**config.mk**
```make
export PLATFORM = sky130hd
export DESIGN_NAME = tspr_ram
export DESIGN_NICKNAME = d
export VERILOG_FILES = /design/src/sv/assert_macros.svh /design/src/sv/tspr_ram.sv
export SDC_FILE = /design/constraint.sdc
export NUM_CORES = 2
export LEC_CHECK = 0
export BUFFER_PORTS_ARGS = -buffer_cell sky130_fd_sc_hd__buf_4
export CAP_MARGIN = 20
export CORE_MARGIN = 2
export CORE_UTILIZATION = 38
export CTS_CLUSTER_DIAMETER = 150
export DETAILED_ROUTE_END_ITERATION = 16
export PLACE_DENSITY = 0.59
export SLEW_MARGIN = 30
export SYNTH_ARGS = -nofsm -noshare
export SYNTH_HDL_FRONTEND = slang
export SYNTH_SLANG_ARGS = --single-unit
```
**constraint.sdc**
```tcl
create_clock -name clk -period 3.58 [get_ports clk]
set_input_delay 0.179 -clock clk [delete_from_list [all_inputs] [get_ports clk]]
set_output_delay 0.179 -clock clk [all_outputs]
set_load 0.005 [all_outputs]
```
**src/sv/assert_macros.svh**
```systemverilog
// Assertion helpers for the tile and sprite pixel renderer.
`ifndef ASSERT_MACROS_SVH
`define ASSERT_MACROS_SVH

// Checked while out of reset.
`define TSPR_ASSERT(lbl, prop, msg) \
  lbl: assert property (@(posedge clk) disable iff (!rst_n) (prop)) else $error(msg);

// Checked at every edge, reset included.
`define TSPR_ASSERT_ALWAYS(lbl, prop, msg) \
  lbl: assert property (@(posedge clk) (prop)) else $error(msg);

`endif

```
**src/sv/tspr_ram.sv**
```systemverilog
// ----------------------------------------------------------------------------
// tspr_ram
// Simple dual-port RAM, one write and one registered read port.
// ----------------------------------------------------------------------------
module tspr_ram #(
  parameter int AW = 8,
  parameter int DW = 8
) (
  input  logic          clk,
  input  logic          we,
  input  logic [AW-1:0] waddr,
  input  logic [DW-1:0] wdata,
  input  logic [AW-1:0] raddr,
  output logic [DW-1:0] rdata
);

  logic [DW-1:0] mem [2**AW];

  always_ff @(posedge clk) begin
    if (we) begin
      mem[waddr] <= wdata;
    end
    rdata <= mem[raddr];
  end

endmodule

```
==> impl_summary.md <==
STA
Setup violations remaining at the end of the flow were counted as 0. The worst pin sits at a relative slew slack of 0.220. The measured slew at the worst slew-check pin is approximately 1.2 ns. Dividing the final minimum period by the clock period gives 0.776. The post-layout minimum cycle time is ~2.8 ns.

Setup slack closes at between 0.8 and 0.9 ns. For the final database, setup skew stands at about 0.047 ns. For this run, the top clock speed supported by timing is around 360 MHz. The total count of max-transition violations in the final report is 0. The number of hold violations in the final report is 0.

Setup repair after global routing left no endpoint under its margin.

GRT
Across every metal layer, demand over resource in global routing totals 0.191. The initial antenna violation count is 13. Summed over all layers, the global routing overflow is 0. Entering global routing, the biggest net connects 123 pins. The first global-routing pass estimated 293 mm of wire. The via count of the first global-routing pass is around 40000.

Clock tree
The total of cells resized after clock tree synthesis is 0. The buffer levels on the longest clock path is 3. TritonCTS built the clock tree. The tree is rooted in a sky130_fd_sc_hd__clkbuf_16.

The count of clock tree sinks is about 2100. The clock-pin slew reported for the worst setup and hold paths after clock tree synthesis is 0.07 ns. The total CTS buffers is 206.

The later-pin clock latency in the skew report is about 0.85 ns. The H-tree was split into 4 levels.

Placed design
In this run, placement finished with an instance count of about 6600. At the end of routability-driven placement, the weighted congestion stood at around 0.85. The wire-length estimate of the detail-placed layout is 128 mm. The setup slack after placement is -0.0235 ns.

The count of buffers added on input and output ports is 33.

Logic synthesis
sky130_fd_sc_hd__edfxtp_1 takes more of the synthesized area than any other cell. Counting flops and latches in the post-synthesis netlist gives between 2000 and 2500. The share of the yosys chip area belonging to registers is 0.775. By area the synthesized netlist is led by sky130_fd_sc_hd__edfxtp_1 77%, sky130_fd_sc_hd__mux4_2 13%, sky130_fd_sc_hd__mux2i_1 1.7%. The most common cell in the synthesized netlist is sky130_fd_sc_hd__edfxtp_1. The number of different library cells in the post-synthesis netlist is 55. After synthesis the cells add up to between 70000 and 80000 um^2. In this run, synthesis inferred between 2000 and 2500 flip-flops with an integrated enable. In the synthesized netlist the dominant register cell turns out to be sky130_fd_sc_hd__edfxtp_1. A synthesized cell averages 21.3 um^2. The proportion of register bits with asynchronous set or reset after synthesis is 0. The cell count after synthesis came out at roughly 3700. In the synthesized netlist, the cells that appear most often are 2048 x sky130_fd_sc_hd__edfxtp_1, 454 x sky130_fd_sc_hd__mux4_2, 282 x sky130_fd_sc_hd__nor2_1.

Of the post-synthesis cell area, the dominant cell type holds 0.773. The number of nets handed over by synthesis was about 3800. Yosys printed 0 warnings.

Routing
After detailed routing, the total wire length is 205 mm. The detail route stage leaves a number of antenna-violating nets equal to 0. The post-detailed-route wirelength per cell is 29.1 um. The detailed router put a total of approximately 86 mm of wire on met1. The met3 wire length is around 15 mm. In the routed design, unresolved DRC markers number 0.

The first-pass iteration count of the detailed router is 7. The via density per instance is roughly 5.6. The violation count after the first detailed-routing iteration is 4722.

The wire length on met2 is around 98 mm. The detailed router used layers up to and including met5. Summing over every cut layer, the via total after detailed routing is roughly 40000.

Setup path
The arrival time at the worst endpoint is approximately 3.5 ns. The worst path required time is 4.31 ns. Measured in cells, the most critical reg-to-reg path has a length of 7.

The critical path class is reg2reg. The critical-path maximum fanout is 1. STA classifies the critical path startpoint as a flop. The worst setup path is captured at a flop.

Worst hold path
The worst hold path depth is 3. The min-delay analysis places its worst path in the category in2reg.

Layout
The post-synthesis to final-layout area growth is 15.3%. The layout has around 18000 filler cells. Summing all multi-input logic gate instances after layout gives 16500 um^2. The sequential cells in the finished layout cover a total of between 60000 and 70000 um^2.

The fraction of layout instances using a drive strength above 1 is 0.261. After the last flow step, the layout net total stands at 4084. Leaving out filler cells and counting taps, the final layout contains approximately 7000.

Power and ir drop
Summed over all cells, the static leakage comes to roughly 29 nW. The power per unit of standard cell area is roughly 560 nW/um^2. After layout, the design draws a total of between 50 and 60 mW.

VDD sags by at most between 400 and 500 uV.

Floorplan
The number of standard-cell rows in the floorplan is about 170. The x dimension of the die is 462 um. The I/O pin count is 34. The core region area is between 200000 and 250000 um^2. The floorplan step defined a die boundary enclosing approximately 210000 um^2. The starting utilization of the core area is 0.383.

The floorplan step set the die height to around 460 um.

Outcome
The run finished with clean final reports.

Run
The tool flagged a number of max-cap violations equal to 0.
==> placed cells by master, fill, tap and decap left out, types with 5 or more instances in the layout <==
| cell type | instances |
|---|---|
| sky130_fd_sc_hd__and2_1 | 5 |
| sky130_fd_sc_hd__clkinv_2 | 31 |
| sky130_fd_sc_hd__nor4_1 | 22 |
| sky130_fd_sc_hd__dfxtp_1 | 8 |
| sky130_fd_sc_hd__clkinvlp_4 | 6 |
| sky130_fd_sc_hd__a22o_1 | 8 |
| sky130_fd_sc_hd__buf_8 | 10 |
| sky130_fd_sc_hd__a221oi_1 | 13 |
| sky130_fd_sc_hd__buf_12 | 35 |
| sky130_fd_sc_hd__clkinv_16 | 6 |
| sky130_fd_sc_hd__clkbuf_1 | 45 |
| sky130_fd_sc_hd__edfxtp_1 | 2048 |
| sky130_fd_sc_hd__a21oi_1 | 96 |
| sky130_fd_sc_hd__a211oi_1 | 16 |
| sky130_fd_sc_hd__dlygate4sd3_1 | 11 |
| sky130_fd_sc_hd__o221ai_1 | 46 |
| sky130_fd_sc_hd__mux4_2 | 454 |
| sky130_fd_sc_hd__nand4_1 | 10 |
| sky130_fd_sc_hd__nand2_1 | 33 |
| sky130_fd_sc_hd__o22a_1 | 5 |
| sky130_fd_sc_hd__inv_16 | 6 |
| sky130_fd_sc_hd__nand3_1 | 31 |
| sky130_fd_sc_hd__o22ai_1 | 28 |
| sky130_fd_sc_hd__a22oi_1 | 133 |
| sky130_fd_sc_hd__buf_4 | 294 |
| sky130_fd_sc_hd__o21ai_0 | 10 |
| sky130_fd_sc_hd__bufinv_16 | 26 |
| sky130_fd_sc_hd__nor4_2 | 5 |
| sky130_fd_sc_hd__nand2b_1 | 8 |
| sky130_fd_sc_hd__o211ai_1 | 10 |
| sky130_fd_sc_hd__clkbuf_16 | 207 |
| sky130_fd_sc_hd__nor2_1 | 277 |
| sky130_fd_sc_hd__diode_2 | 5 |
| sky130_fd_sc_hd__nor3_1 | 22 |
| sky130_fd_sc_hd__nor2b_1 | 28 |
| sky130_fd_sc_hd__clkinv_1 | 61 |
| sky130_fd_sc_hd__mux2i_1 | 134 |
==> registers in the layout, indices dropped and copies added, names as in the netlist <==
| signal | flops |
|---|---|
| rdata | 8 |
| mem | 2048 |
==> final timing paths <==
check                                     startpoint                    end  slack, ns
worst min-delay path                        waddr[2]  mem[173][5]$_DFFE_PP_       0.07
worst max register to register  mem[67][0]$_DFFE_PP_       rdata[0]$_DFF_P_       0.80
worst max-delay path            mem[67][0]$_DFFE_PP_       rdata[0]$_DFF_P_       0.80
worst min register to register  mem[79][7]$_DFFE_PP_       rdata[7]$_DFF_P_       1.13
==> per-layer routing <==
metal,track usage,vias to the layer above
met5,0,-
met4,0.0559,2
met3,0.0310,318
met2,0.302,1672
met1,0.275,21300
li1,-,16400
==> layout make-up <==
type                       count  share of cell area
clock buffer                 252              0.0583
sequential                  2056               0.672
tap                         2788              0.0380
antenna                        5            0.000136
clock inverter               140              0.0169
inverter                       2           0.0000818
multi-input combinational   1442               0.180
timing repair buffer         350              0.0345
==> stage by stage <==
step / util / setup TNS [ns] / hold WS [ns] / area, um^2
final: 0.442 / 0 / 0.0707 / 91700
after global placement: 0.408 / -0.200 / 0.582 / 84700
after global routing: 0.442 / 0 / 0.0641 / 91700
after CTS: 0.442 / 0 / 0.0119 / 91700
after floorplan: - / 0 / 0.278 / 79600
after detailed placement: 0.408 / -0.0235 / 0.591 / 84700
==> cell families (layout without fill, tap and decap cells) <==
family | after synthesis | after routing | synth area share
AO/OA/AOI/OAI | 385 | 385 | 0.0342
flip-flops | 2056 | 2056 | 0.775
multiplexers | 591 | 591 | 0.146
other | 0 | 5 | 0
AND/OR/NAND/NOR | 466 | 466 | 0.0263
buffers and inverters | 235 | 744 | 0.0183
==> timing repair <==
item                                    4_1_cts  5_1_grt
setup buffers                                 0        0
hold buffers                                 11        0
endpoints found under the setup margin        0        0
endpoints found under the hold margin       595        0
==> power breakdown <==
part	leakage [nW]	switching (mW)	internal (mW)	total, mW
Sequential	18.5	0.0554	26.5	26.6
Clock	3.34	9.34	12.6	21.9
Combinational	6.72	1.62	0.921	2.54
Total	28.5	11.0	40.0	51.1
==> worst max-delay path, cell delays in order (launching register included) <==
cell and delay (ns):
sky130_fd_sc_hd__edfxtp_1 0.36, sky130_fd_sc_hd__mux4_2 0.53, sky130_fd_sc_hd__mux4_2 0.49, sky130_fd_sc_hd__nor2b_1 0.17, sky130_fd_sc_hd__nor4_1 0.70, sky130_fd_sc_hd__buf_4 0.23, sky130_fd_sc_hd__nor4_2 0.04, sky130_fd_sc_hd__buf_4 0.16
No activity file was read; power rests on OpenSTA's default activity.
